File: src/tsfm_pkg.sv
// Package for the touch sample filter and mapper.
// Holds field widths, register codes, reset values, state types and the axis status.
// Used by tsfm_axis and touch_sample_filter_mapper_top; depends on nothing else.
package tsfm_pkg;

   localparam int RAW_W   = 12;   // raw conversion and register width
   localparam int SUM_W   = 14;   // width of the sum of three samples
   localparam int X_POS_W = 9;
   localparam int Y_POS_W = 8;
   localparam int CSR_IDX_W = 3;

   localparam int SCREEN_WIDTH_DEF  = 320;
   localparam int SCREEN_HEIGHT_DEF = 240;

   localparam int AXIS_LOW_LIMIT  = 50;
   localparam int AXIS_HIGH_LIMIT = 4090;
   localparam int AVG_DIVISOR     = 3;

   localparam logic [RAW_W-1:0] PRESSURE_MIN_RST = RAW_W'(80);
   localparam logic [RAW_W-1:0] X_RAW_MIN_RST    = RAW_W'(240);
   localparam logic [RAW_W-1:0] X_RAW_MAX_RST    = RAW_W'(3850);
   localparam logic [RAW_W-1:0] Y_RAW_MIN_RST    = RAW_W'(220);
   localparam logic [RAW_W-1:0] Y_RAW_MAX_RST    = RAW_W'(3820);

   typedef enum logic [CSR_IDX_W-1:0] {
      REG_PRESSURE_MIN = 3'd0,
      REG_X_RAW_MIN    = 3'd1,
      REG_X_RAW_MAX    = 3'd2,
      REG_Y_RAW_MIN    = 3'd3,
      REG_Y_RAW_MAX    = 3'd4
   } csr_reg_type;

   typedef enum logic [1:0] {
      ST_IDLE,
      ST_RUN,
      ST_EMIT
   } top_state_type;

   typedef enum logic [2:0] {
      AX_IDLE,
      AX_AVG,
      AX_CHK,
      AX_MUL,
      AX_DIV,
      AX_FIN,
      AX_DONE
   } axis_state_type;

   typedef struct packed {
      logic done;
      logic ok;
   } axis_status_type;

endpackage

File: src/tsfm_axis.sv
// One axis of the touch mapper: bit-serial average, multiply and divide.
// A single restoring divider serves both the divide by three and the calibration divide.
// Depends on tsfm_pkg.
module tsfm_axis #(
   parameter int SIZE = tsfm_pkg::SCREEN_WIDTH_DEF,
   parameter int FW   = tsfm_pkg::X_POS_W
) (
   input  logic                         clock,
   input  logic                         reset,
   input  logic                         start,
   input  logic [tsfm_pkg::RAW_W-1:0]   sample_a,
   input  logic [tsfm_pkg::RAW_W-1:0]   sample_b,
   input  logic [tsfm_pkg::RAW_W-1:0]   sample_c,
   input  logic [tsfm_pkg::RAW_W-1:0]   raw_min,
   input  logic [tsfm_pkg::RAW_W-1:0]   raw_max,
   output tsfm_pkg::axis_status_type    status,
   output logic [FW-1:0]                pos
);
   import tsfm_pkg::*;

   localparam int TOP_W = $clog2(SIZE);
   localparam logic [TOP_W-1:0] TOP = TOP_W'(SIZE - 1);
   localparam int PW    = RAW_W + TOP_W;
   localparam int DW    = (PW > SUM_W) ? PW : SUM_W;
   localparam int CNT_W = $clog2(DW);
   localparam int MW    = (TOP_W > FW) ? TOP_W : FW;

   axis_state_type state_ff, state_in;
   logic [CNT_W-1:0] cnt_ff, cnt_in;
   logic [RAW_W-1:0] rem_ff, rem_in;
   logic [DW-1:0]    quo_ff, quo_in;
   logic [RAW_W-1:0] div_ff, div_in;
   logic [RAW_W-1:0] mcand_ff, mcand_in;
   logic [RAW_W-1:0] mhi_ff, mhi_in;
   logic [TOP_W-1:0] mlo_ff, mlo_in;
   logic [TOP_W-1:0] pos_ff, pos_in;
   logic             ok_ff, ok_in;

   logic [SUM_W-1:0] sum;
   logic [RAW_W:0]   rs;
   logic             ge;
   logic [RAW_W:0]   madd;
   logic [TOP_W:0]   mlo_sh;
   logic [PW-1:0]    prod;
   logic [SUM_W-1:0] avg;
   logic [PW-1:0]    quot;
   logic [MW-1:0]    pos_ext;

   always_comb begin
      sum  = SUM_W'(sample_a) + SUM_W'(sample_b) + SUM_W'(sample_c);
      // One restoring step: bring in the next dividend bit, subtract when it fits.
      rs   = {rem_ff, quo_ff[DW-1]};
      ge   = rs >= {1'b0, div_ff};
      // One shift-add step of the multiplier, least significant bit of TOP first.
      madd = {1'b0, mhi_ff} + (mlo_ff[0] ? {1'b0, mcand_ff} : {(RAW_W + 1){1'b0}});
      mlo_sh = {madd[0], mlo_ff};
      prod   = {madd[RAW_W:1], mlo_sh[TOP_W:1]};
      avg    = quo_ff[SUM_W-1:0];
      quot   = quo_ff[PW-1:0];
   end

   always_comb begin
      state_in = state_ff;
      cnt_in   = cnt_ff;
      rem_in   = rem_ff;
      quo_in   = quo_ff;
      div_in   = div_ff;
      mcand_in = mcand_ff;
      mhi_in   = mhi_ff;
      mlo_in   = mlo_ff;
      pos_in   = pos_ff;
      ok_in    = ok_ff;
      unique case (state_ff)
         AX_IDLE, AX_DONE: begin
            if (start) begin
               quo_in   = DW'(sum) << (DW - SUM_W);
               rem_in   = '0;
               div_in   = RAW_W'(AVG_DIVISOR);
               cnt_in   = '0;
               state_in = AX_AVG;
            end
         end
         AX_AVG, AX_DIV: begin
            rem_in = ge ? RAW_W'(rs - {1'b0, div_ff}) : rs[RAW_W-1:0];
            quo_in = {quo_ff[DW-2:0], ge};
            cnt_in = cnt_ff + 1'b1;
            if (state_ff == AX_AVG && cnt_ff == CNT_W'(SUM_W - 1)) begin
               state_in = AX_CHK;
            end else if (state_ff == AX_DIV && cnt_ff == CNT_W'(PW - 1)) begin
               state_in = AX_FIN;
            end
         end
         AX_CHK: begin
            ok_in = (avg >= SUM_W'(AXIS_LOW_LIMIT)) && (avg <= SUM_W'(AXIS_HIGH_LIMIT)) &&
                    (raw_max > raw_min);
            // At or below the minimum the inverted map lands on or past the far edge.
            if (!ok_in || avg[RAW_W-1:0] <= raw_min) begin
               pos_in   = TOP;
               state_in = AX_DONE;
            end else begin
               mcand_in = avg[RAW_W-1:0] - raw_min;
               mhi_in   = '0;
               mlo_in   = TOP;
               cnt_in   = '0;
               state_in = AX_MUL;
            end
         end
         AX_MUL: begin
            mhi_in = madd[RAW_W:1];
            mlo_in = mlo_sh[TOP_W:1];
            cnt_in = cnt_ff + 1'b1;
            if (cnt_ff == CNT_W'(TOP_W - 1)) begin
               quo_in   = DW'(prod) << (DW - PW);
               rem_in   = '0;
               div_in   = raw_max - raw_min;
               cnt_in   = '0;
               state_in = AX_DIV;
            end
         end
         AX_FIN: begin
            pos_in   = (quot >= PW'(TOP)) ? '0 : TOP - quot[TOP_W-1:0];
            state_in = AX_DONE;
         end
         default: begin
            state_in = AX_IDLE;
         end
      endcase
   end

   always_ff @(posedge clock) begin
      if (reset) begin
         state_ff <= AX_IDLE;
         cnt_ff   <= '0;
         ok_ff    <= 1'b0;
      end else begin
         state_ff <= state_in;
         cnt_ff   <= cnt_in;
         ok_ff    <= ok_in;
      end
   end

   always_ff @(posedge clock) begin
      rem_ff   <= rem_in;
      quo_ff   <= quo_in;
      div_ff   <= div_in;
      mcand_ff <= mcand_in;
      mhi_ff   <= mhi_in;
      mlo_ff   <= mlo_in;
      pos_ff   <= pos_in;
   end

   assign pos_ext     = MW'(pos_ff);
   assign pos         = pos_ext[FW-1:0];
   assign status.done = (state_ff == AX_DONE);
   assign status.ok   = ok_ff;

endmodule

File: src/touch_sample_filter_mapper_top.sv
// Touch sample filter and mapper: top level with registers, held position and output stage.
// A touch item runs the bit-serial average, multiply and divide in both axis units, and EMIT
// then loads the output register; an axis failing its checks or at or below its minimum skips
// the multiply and divide; other items go straight to EMIT. Throughput: one item at a time, the
// next accepted in the cycle after a result is loaded, even while it waits. Synchronous reset
// restores the register defaults and clears the held position.
module touch_sample_filter_mapper_top #(
   parameter int SCREEN_WIDTH  = tsfm_pkg::SCREEN_WIDTH_DEF,
   parameter int SCREEN_HEIGHT = tsfm_pkg::SCREEN_HEIGHT_DEF
) (
   input  logic                             clock,
   input  logic                             reset,
   input  logic                             req_valid,
   output logic                             req_ready,
   input  logic                             req_touch_request,
   input  logic [tsfm_pkg::RAW_W-1:0]       req_pressure,
   input  logic [tsfm_pkg::RAW_W-1:0]       req_x_sample_a,
   input  logic [tsfm_pkg::RAW_W-1:0]       req_x_sample_b,
   input  logic [tsfm_pkg::RAW_W-1:0]       req_x_sample_c,
   input  logic [tsfm_pkg::RAW_W-1:0]       req_y_sample_a,
   input  logic [tsfm_pkg::RAW_W-1:0]       req_y_sample_b,
   input  logic [tsfm_pkg::RAW_W-1:0]       req_y_sample_c,
   output logic                             rsp_valid,
   input  logic                             rsp_ready,
   output logic [tsfm_pkg::X_POS_W-1:0]     rsp_x_pos,
   output logic [tsfm_pkg::Y_POS_W-1:0]     rsp_y_pos,
   output logic                             rsp_pressed,
   input  logic                             csr_valid,
   output logic                             csr_ready,
   input  logic [tsfm_pkg::CSR_IDX_W-1:0]   csr_index,
   input  logic [tsfm_pkg::RAW_W-1:0]       csr_data
);
   import tsfm_pkg::*;

   top_state_type state_ff, state_in;
   logic press_ff, press_in;
   logic [X_POS_W-1:0] held_x_ff, held_x_in;
   logic [Y_POS_W-1:0] held_y_ff, held_y_in;
   logic rsp_valid_ff, rsp_valid_in;
   logic [X_POS_W-1:0] rsp_x_pos_ff, rsp_x_pos_in;
   logic [Y_POS_W-1:0] rsp_y_pos_ff, rsp_y_pos_in;
   logic rsp_pressed_ff, rsp_pressed_in;
   logic [RAW_W-1:0] pressure_min_ff, pressure_min_in;
   logic [RAW_W-1:0] x_raw_min_ff, x_raw_min_in;
   logic [RAW_W-1:0] x_raw_max_ff, x_raw_max_in;
   logic [RAW_W-1:0] y_raw_min_ff, y_raw_min_in;
   logic [RAW_W-1:0] y_raw_max_ff, y_raw_max_in;

   logic            accept;
   logic            start;
   axis_status_type x_status, y_status;
   logic [X_POS_W-1:0] x_pos;
   logic [Y_POS_W-1:0] y_pos;

   tsfm_axis #(
      .SIZE (SCREEN_WIDTH),
      .FW   (X_POS_W)
   ) u_axis_x (
      .clock    (clock),
      .reset    (reset),
      .start    (start),
      .sample_a (req_x_sample_a),
      .sample_b (req_x_sample_b),
      .sample_c (req_x_sample_c),
      .raw_min  (x_raw_min_ff),
      .raw_max  (x_raw_max_ff),
      .status   (x_status),
      .pos      (x_pos)
   );

   tsfm_axis #(
      .SIZE (SCREEN_HEIGHT),
      .FW   (Y_POS_W)
   ) u_axis_y (
      .clock    (clock),
      .reset    (reset),
      .start    (start),
      .sample_a (req_y_sample_a),
      .sample_b (req_y_sample_b),
      .sample_c (req_y_sample_c),
      .raw_min  (y_raw_min_ff),
      .raw_max  (y_raw_max_ff),
      .status   (y_status),
      .pos      (y_pos)
   );

   assign req_ready = (state_ff == ST_IDLE);
   assign accept    = req_valid && req_ready;
   assign start     = accept && req_touch_request && (req_pressure >= pressure_min_ff);
   assign csr_ready = 1'b1;

   always_comb begin
      pressure_min_in = pressure_min_ff;
      x_raw_min_in    = x_raw_min_ff;
      x_raw_max_in    = x_raw_max_ff;
      y_raw_min_in    = y_raw_min_ff;
      y_raw_max_in    = y_raw_max_ff;
      if (csr_valid && csr_ready) begin
         case (csr_index)
            REG_PRESSURE_MIN: pressure_min_in = csr_data;
            REG_X_RAW_MIN:    x_raw_min_in    = csr_data;
            REG_X_RAW_MAX:    x_raw_max_in    = csr_data;
            REG_Y_RAW_MIN:    y_raw_min_in    = csr_data;
            REG_Y_RAW_MAX:    y_raw_max_in    = csr_data;
            default: begin
            end
         endcase
      end
   end

   always_comb begin
      state_in       = state_ff;
      press_in       = press_ff;
      held_x_in      = held_x_ff;
      held_y_in      = held_y_ff;
      rsp_valid_in   = rsp_valid_ff && !rsp_ready;
      rsp_x_pos_in   = rsp_x_pos_ff;
      rsp_y_pos_in   = rsp_y_pos_ff;
      rsp_pressed_in = rsp_pressed_ff;
      unique case (state_ff)
         ST_IDLE: begin
            if (start) begin
               state_in = ST_RUN;
            end else if (accept) begin
               press_in = 1'b0;
               state_in = ST_EMIT;
            end
         end
         ST_RUN: begin
            if (x_status.done && y_status.done) begin
               press_in = x_status.ok && y_status.ok;
               if (x_status.ok && y_status.ok) begin
                  held_x_in = x_pos;
                  held_y_in = y_pos;
               end
               state_in = ST_EMIT;
            end
         end
         ST_EMIT: begin
            // The output register is free once any waiting item is taken this cycle.
            if (!rsp_valid_ff || rsp_ready) begin
               rsp_valid_in   = 1'b1;
               rsp_x_pos_in   = held_x_ff;
               rsp_y_pos_in   = held_y_ff;
               rsp_pressed_in = press_ff;
               state_in       = ST_IDLE;
            end
         end
         default: begin
            state_in = ST_IDLE;
         end
      endcase
   end

   always_ff @(posedge clock) begin
      if (reset) begin
         state_ff        <= ST_IDLE;
         press_ff        <= 1'b0;
         held_x_ff       <= '0;
         held_y_ff       <= '0;
         rsp_valid_ff    <= 1'b0;
         pressure_min_ff <= PRESSURE_MIN_RST;
         x_raw_min_ff    <= X_RAW_MIN_RST;
         x_raw_max_ff    <= X_RAW_MAX_RST;
         y_raw_min_ff    <= Y_RAW_MIN_RST;
         y_raw_max_ff    <= Y_RAW_MAX_RST;
      end else begin
         state_ff        <= state_in;
         press_ff        <= press_in;
         held_x_ff       <= held_x_in;
         held_y_ff       <= held_y_in;
         rsp_valid_ff    <= rsp_valid_in;
         pressure_min_ff <= pressure_min_in;
         x_raw_min_ff    <= x_raw_min_in;
         x_raw_max_ff    <= x_raw_max_in;
         y_raw_min_ff    <= y_raw_min_in;
         y_raw_max_ff    <= y_raw_max_in;
      end
   end

   always_ff @(posedge clock) begin
      rsp_x_pos_ff   <= rsp_x_pos_in;
      rsp_y_pos_ff   <= rsp_y_pos_in;
      rsp_pressed_ff <= rsp_pressed_in;
   end

   assign rsp_valid   = rsp_valid_ff;
   assign rsp_x_pos   = rsp_x_pos_ff;
   assign rsp_y_pos   = rsp_y_pos_ff;
   assign rsp_pressed = rsp_pressed_ff;

endmodule
File: config.mk
export PLATFORM = sky130hd
export DESIGN_NAME = touch_sample_filter_mapper_top
export DESIGN_NICKNAME = d
export VERILOG_FILES = /design/src/tsfm_pkg.sv /design/src/tsfm_axis.sv /design/src/touch_sample_filter_mapper_top.sv
export SDC_FILE = /design/constraint.sdc
export NUM_CORES = 1
export LEC_CHECK = 0
export ABC_AREA = 0
export BUFFER_PORTS_ARGS = -buffer_cell sky130_fd_sc_hd__clkbuf_2
export CAP_MARGIN = 20
export CORE_ASPECT_RATIO = 0.5
export CORE_MARGIN = 2
export CORE_UTILIZATION = 62
export CTS_CLUSTER_DIAMETER = 200
export DETAILED_ROUTE_END_ITERATION = 16
export PLACE_DENSITY_LB_ADDON = 0.15
export SYNTH_ARGS = -nofsm -noshare
export SYNTH_HDL_FRONTEND = slang
export SYNTH_SLANG_ARGS = --single-unit
export TNS_END_PERCENT = 30
File: constraint.sdc
create_clock -name clock -period 5.5 [get_ports clock]
set_clock_uncertainty 0.1 [all_clocks]
set_input_delay 0.825 -clock clock [delete_from_list [all_inputs] [get_ports clock]]
set_output_delay 0.825 -clock clock [all_outputs]
set_load 0.1 [all_outputs]
# [Word level (Yosys, flattened, before mapping)]
# Index checks and enable logic that the tools add are counted.
[totals] reg_bits=288 latchBits=0 mem_bits_rw=0 rom_bits=0 out_inout_bits=21 elab_cells=229 memories=0
[classes] addsub=16 multipliers=0 n_div=0 order_cmp=13 n_eq_ne=39 shifts=0 n_mux=63 bitwise_logic=2 reduce_logical=63
[ops] cell="2-to-1 mux 12 bit" count=12
[ops] cell="case mux 12 bit (2 select lines)" count=4
[ops] cell="case mux 12 bit (3 select lines)" count=2
[ops] cell="subtractor 12 bit" count=6
[ops] cell="case mux 21 bit (3 select lines)" count=1
[ops] cell="case mux 20 bit (3 select lines)" count=1
[ops] cell="2-to-1 mux 21 bit" count=2
[ops] cell="2-to-1 mux 20 bit" count=2
[ops] cell="case mux 5 bit (4 select lines)" count=2
[ops] cell="case mux 9 bit (2 select lines)" count=2
[ops] cell="case mux 8 bit (2 select lines)" count=2
[ops] cell="case mux 3 bit (5 select lines)" count=2
[ops] cell="AND reduction 3 bit" count=10
[ops] cell="adder 14 x 12 -> 14 bit" count=2
[ops] cell="greater-or-equal comparator 14 x 6 -> 1 bit, second input constant" count=2
[ops] cell="<= comparator 14 x 12 -> 1 bit, second input constant" count=2
[ops] cell="2-to-1 mux 3 bit" count=9
[ops] cell="2-to-1 mux 9 bit" count=3
[ops] cell="adder 12 x 12 -> 13 bit" count=2
[ops] cell="adder 12 x 13 -> 13 bit" count=2
[ops] cell="greater-or-equal comparator 13 x 12 -> 1 bit" count=2
[ops] cell="2-to-1 mux 5 bit" count=5
[ops] cell="greater-than comparator 12 bit" count=2
[ops] cell="<= comparator 12 bit" count=2
[ops] cell="other kinds (34)" count=115

# [Longest topological paths before layout]
[depth] word_depth=7 ltp_mapped=17 depth_no_buf=17

# [By module]
# A second synthesis with hierarchy kept.
[unflattened] hier_cells=1879 hier_area_um2=18043.6
[by_module_without_submodules] module="tsfm_axis (u_axis_x)" n_inst=1 cells_each=718 area_each_um2=7123.1
[by_module_without_submodules] module="tsfm_axis (u_axis_y)" n_inst=1 cells_each=729 area_each_um2=7121.8
[by_module_without_submodules] module="touch_sample_filter_mapper_top" n_inst=1 cells_each=432 area_each_um2=3798.6

# [Worst setup path after synthesis]
# OpenSTA, ideal clock, no wires.
[synth_timing] kind="reg-to-reg" from="reg state_ff[1]" to="reg u_axis_x.quo_ff[0], enable pin" t_arrival_ns=4.934 setup_slack_ns=0.002 path_stages_with_launch=9 n_path_buf=1 cell_sequence="dfxtp_1 nor2_1 and3_1 nand3_1 a211oi_1 or2_1 buf_2 o21ai_1 nor3_1"
[synth_via] elab_chain_len=6
[synth_rtl] element="start: declaration" line_no="touch_sample_filter_mapper_top.sv:35" text="top_state_type state_ff, state_in;"
[synth_rtl] element="start signal: assignment" line_no="touch_sample_filter_mapper_top.sv:168" text="state_ff <= state_in;"
[synth_rtl] element="logical NOT 2 bit" line_no="touch_sample_filter_mapper_top.sv:87" text="assign req_ready = (state_ff == ST_IDLE);"
[synth_rtl] element="named net req_ready" line_no="touch_sample_filter_mapper_top.sv:14" text="output logic req_ready,"
[synth_rtl] element="logical AND 1 bit" line_no="touch_sample_filter_mapper_top.sv:88" text="assign accept = req_valid && req_ready;"
[synth_rtl] element="logical AND 1 bit (2 in a row)" line_no="touch_sample_filter_mapper_top.sv:89" text="assign start = accept && req_touch_request && (req_pressure >= pressure_min_ff);"
[synth_rtl] element="!= test 2 bit (no source line)"
[synth_rtl] element="AND reduction 3 bit (no source line)"
[synth_rtl] element="end signal: assignment" line_no="tsfm_axis.sv:144" text="quo_ff <= quo_in;"
[synth_rtl] element="end: declaration" line_no="tsfm_axis.sv:31" text="logic [DW-1:0] quo_ff, quo_in;"
# The timed path passes the listed nets, and every way through them passes these cells.
# A chain may end at the register's enable or synchronous reset.

# [Worst setup path after layout]
[layout_timing] from="in req_y_sample_a[1] in the netlist's numbering" to="reg u_axis_y.quo_ff[18], data pin"
[layout_via] elab_chain_len=4
[layout_rtl] element="start: declaration" line_no="touch_sample_filter_mapper_top.sv:20" text="input logic [tsfm_pkg::RAW_W-1:0] req_y_sample_a,"
[layout_rtl] element="adder 12 x 12 -> 13 bit" line_no="tsfm_axis.sv:50" text="sum = SUM_W'(sample_a) + SUM_W'(sample_b) + SUM_W'(sample_c);"
[layout_rtl] element="adder 14 x 12 -> 14 bit" line_no="tsfm_axis.sv:50"
[layout_rtl] element="2-to-1 mux 20 bit" line_no="tsfm_axis.sv:75" text="if (start) begin"
[layout_rtl] element="case mux 20 bit (3 select lines)" line_no="tsfm_axis.sv:73" text="unique case (state_ff)"
[layout_rtl] element="named net u_axis_y.quo_in[18]" line_no="tsfm_axis.sv:31"
[layout_rtl] element="end signal: assignment" line_no="tsfm_axis.sv:144"
[layout_rtl] element="end: declaration" line_no="tsfm_axis.sv:31"
# The timed path passes the listed nets, and every way through them passes these cells. The select of a mux whose other input is x is not followed.

==> flow_summary.toml <==
[power_and_ir_drop]
total_power_w = 0.00769
p_per_area_nw_per_um2 = 385
swShare_pct = 35.2
p_leak_nw = 8.04
internal_power_w = 0.00498
seqPwrFrac_pct = 39.4
p_comb_share_pct = 35.2
peakVddDrop_mv = 0.239
power_frac_clock_pct = 25.4
p_switching_w = 0.00271

[critical_path]
cpPeakStageDelay_ns = 0.32
path_class = "in -> reg"
crit_chain = "clkbuf_2, ha_1, a21o_1, a21oi_1, nor2b_1, o211ai_1, nand2_1, a41oi_1, nor2b_1, xnor2_1, ha_1, and3_1, a211oi_2, o21bai_1, a21oi_1, xnor2_1, a221o_1"
r2r_slack_ns = 1.81
cp.arrival_ns = 4.03
worstPathRequired_ns = 5.70
r2r-start = "x_raw_max_ff[0]"
critPathLaunchType = "input port"
cp_slowest_cell = "a221o_1"
reg2regPathDepth = 11
regToRegEndpoint = "u_axis_x.mlo_ff[1]"
end_kind = "flip-flop"
cp_max_fo = 5
cp_num_buf_inv = 1
critPathTopFamily = "compound AO/OA/AOI/OAI gates"

[floorplan]
pin_count = 126
die_x_um = 245
fp.dieH_um = 124
die_area_um2 = 30500
core_um2 = 28800
num_rows = 44
initial_core_util_pct = 62.5

[sta]
final_max_slew_viol_count = 0
slew_headroom_pct = 21.4
rsz0062_at_grt = "false"
finalCritPeriodShare_pct = 69.6
max_freq_ghz = 0.261
hold_viol_final = 0
setup_violations = 0
setup_tns_ns = 0
worstMarginPinSlew_ns = 1.18
period_needed_ns = 3.83

[finish]
area_growth_pct = 11.0
fin_cells = 2384
largest-register = "u_axis_x.quo_ff"
fillers = 2258
largest_register_ffs = 21
largestRegisters = "u_axis_x.quo_ff: 21 flops, u_axis_y.quo_ff: 20 flops"
drive_gt1_share_pct = 11.2
layout.nets = 2254
fin_area_um2 = 20000
antenna_cells = 0

[yosys]
ys_types = 84
seq_area_frac_synth_pct = 42.6
mappedNetlistArea_um2 = 18000
ys.flop_type = "edfxtp_1"
synth_most_common_cell = "nand2_1"
ys_warn_count = 0
yosysTopAreaCell = "edfxtp_1"
ys_ff_latch = 288
synth_commonest_cells = "193 x nand2_1, 189 x edfxtp_1, 165 x ha_1"
synth_area_per_cell_um2 = 9.71
synth_cells = 1853
synth_nets = 2135
yosys.area.top_type_share_pct = 31.5
synth_area_leaders = "edfxtp_1 32%, ha_1 11%, dfxtp_1 11%"
synth_edf_count = 189
async_flop_share_pct = 0

[grt]
grt_pass1_wl_um = 66100
grt_pass1_vias = 13052
track_usage_pct = 26.6
grt_max_degree = 55
antenna_found_initial = 0
gr-total-overflow = 0

[worst_hold_path]
hold_path.class = "reg -> reg"
hold_end = "rsp_y_pos[2]"
worstHoldStart = "held_y_ff[2]"
min_path_cells = 0

[route]
ant_nets = 0
firstDrtPassIters = 5
vias_per_cell = 5.86
first_iter_violations = 918
drcViolationCount = 0
routed_wl_um = 40600
wire_per_inst_um = 17.0
vias = 13970

[clock_tree]
cts_hold_buffers = 0
htreeDepth = 1
clk_path_buf_depth = 3
clock_sinks = 288
cts_tree = "yes"
post_cts_buffers = 0
cts_root_buf = "clkbuf_16"
path_clk_slew_ns = 0.07
numCtsBuffers = 27
cts-resized-gates = 0
insertion_delay_ns = 0.56

[placement]
placed_area_um2 = 19000
gp_congestion = 0.970
io_buffers = 124
placed_cells = 2332
dpl.hpwl_um = 30100

[run_status]
status = "complete, no violations"

[flow_run]
maxCapViolCount = 0
## kinds of logic after synthesis
logic type      share of synthesized area (%)
simple gates                             16.7
compound gates                           16.7
flops                                    42.6
fa+ha+maj                                12.9
buf+inv                                  3.64
xor+xnor                                 5.30
mux                                      2.23
other cells                            0.0208
## final cells by class
type / instances / area (um^2) / share of cell area (%)
clock inverters: 21 / 234 / 1.17
inverters: 116 / 435 / 2.18
well taps: 391 / 489 / 2.45
repair buffers: 142 / 761 / 3.81
clock buffers: 29 / 683 / 3.42
multi-input cells: 1397 / 9720 / 48.6
flip-flops and latches: 288 / 7660 / 38.3
## layer usage
metal | share of wire [%] | GRT usage [%] | vias up
li1 | - | - | 6988
met1 | 46 | 37.7 | 6488
met2 | 46 | 43.1 | 421
met3 | 5.9 | 3.86 | 73
met4 | 2.6 | 6.67 | 0
met5 | 0 | 0 | -
## cell usage in the layout (no fill, tap or decap), drive strengths merged, types with 9 or more instances in the layout
cell type,instances
nand2,193
edfxtp,189
ha,165
nor2,158
a21oi,153
clkbuf,152
inv,116
dfxtp,99
o21ai,85
xnor2,71
a21o,44
mux2i,39
nor3,38
xor2,37
and2,35
nor2b,33
nand3,32
or3,26
a211oi,19
buf,19
nand4,18
a211o,17
a221o,17
o21a,16
nand3b,16
or2,16
clkinv,14
and3,13
nand2b,12
fa,12
o211ai,10
o31ai,9
a31oi,9
nor4,9
## metrics by stage
step	setup slack, ns	utilization, %	hold WS (ns)
finish	1.67	69.4	0.331
floorplan	0.00178	-	0.308
global placement	1.18	66.1	0.317
global route	1.32	69.4	0.353
CTS	1.66	69.3	0.328
detailed placement	1.10	66.1	0.318
## worst max path at each step
stage / slack [ns] / cells after the start / endpoint / startpoint
2_1_floorplan: 0.002 / 8 / u_axis_x.quo_ff[0] / state_ff[1]
3_3_place_gp: 1.18 / 17 / u_axis_x.quo_ff[19] / req_x_sample_a[1]
3_5_place_dp: 1.10 / 17 / u_axis_y.quo_ff[18] / req_y_sample_a[1]
4_1_cts: 1.66 / 17 / u_axis_y.quo_ff[18] / req_y_sample_a[1]
5_1_grt: 1.32 / 17 / u_axis_y.quo_ff[18] / req_y_sample_a[1]
6_report: 1.67 / 17 / u_axis_y.quo_ff[18] / req_y_sample_a[1]
## power by group through the flow
| stage | Sequential, W | Clock [W] | Combinational (W) |
|---|---|---|---|
| 2_1_floorplan | 0.00300 | 0 | 0.00207 |
| 3_3_place_gp | 0.00306 | 0 | 0.00262 |
| 3_5_place_dp | 0.00306 | 0 | 0.00267 |
| 4_1_cts | 0.00302 | 0.00198 | 0.00269 |
| 5_1_grt | 0.00306 | 0.00206 | 0.00302 |
| 6_report | 0.00303 | 0.00196 | 0.00270 |
(Power assumes the default switching activity.)
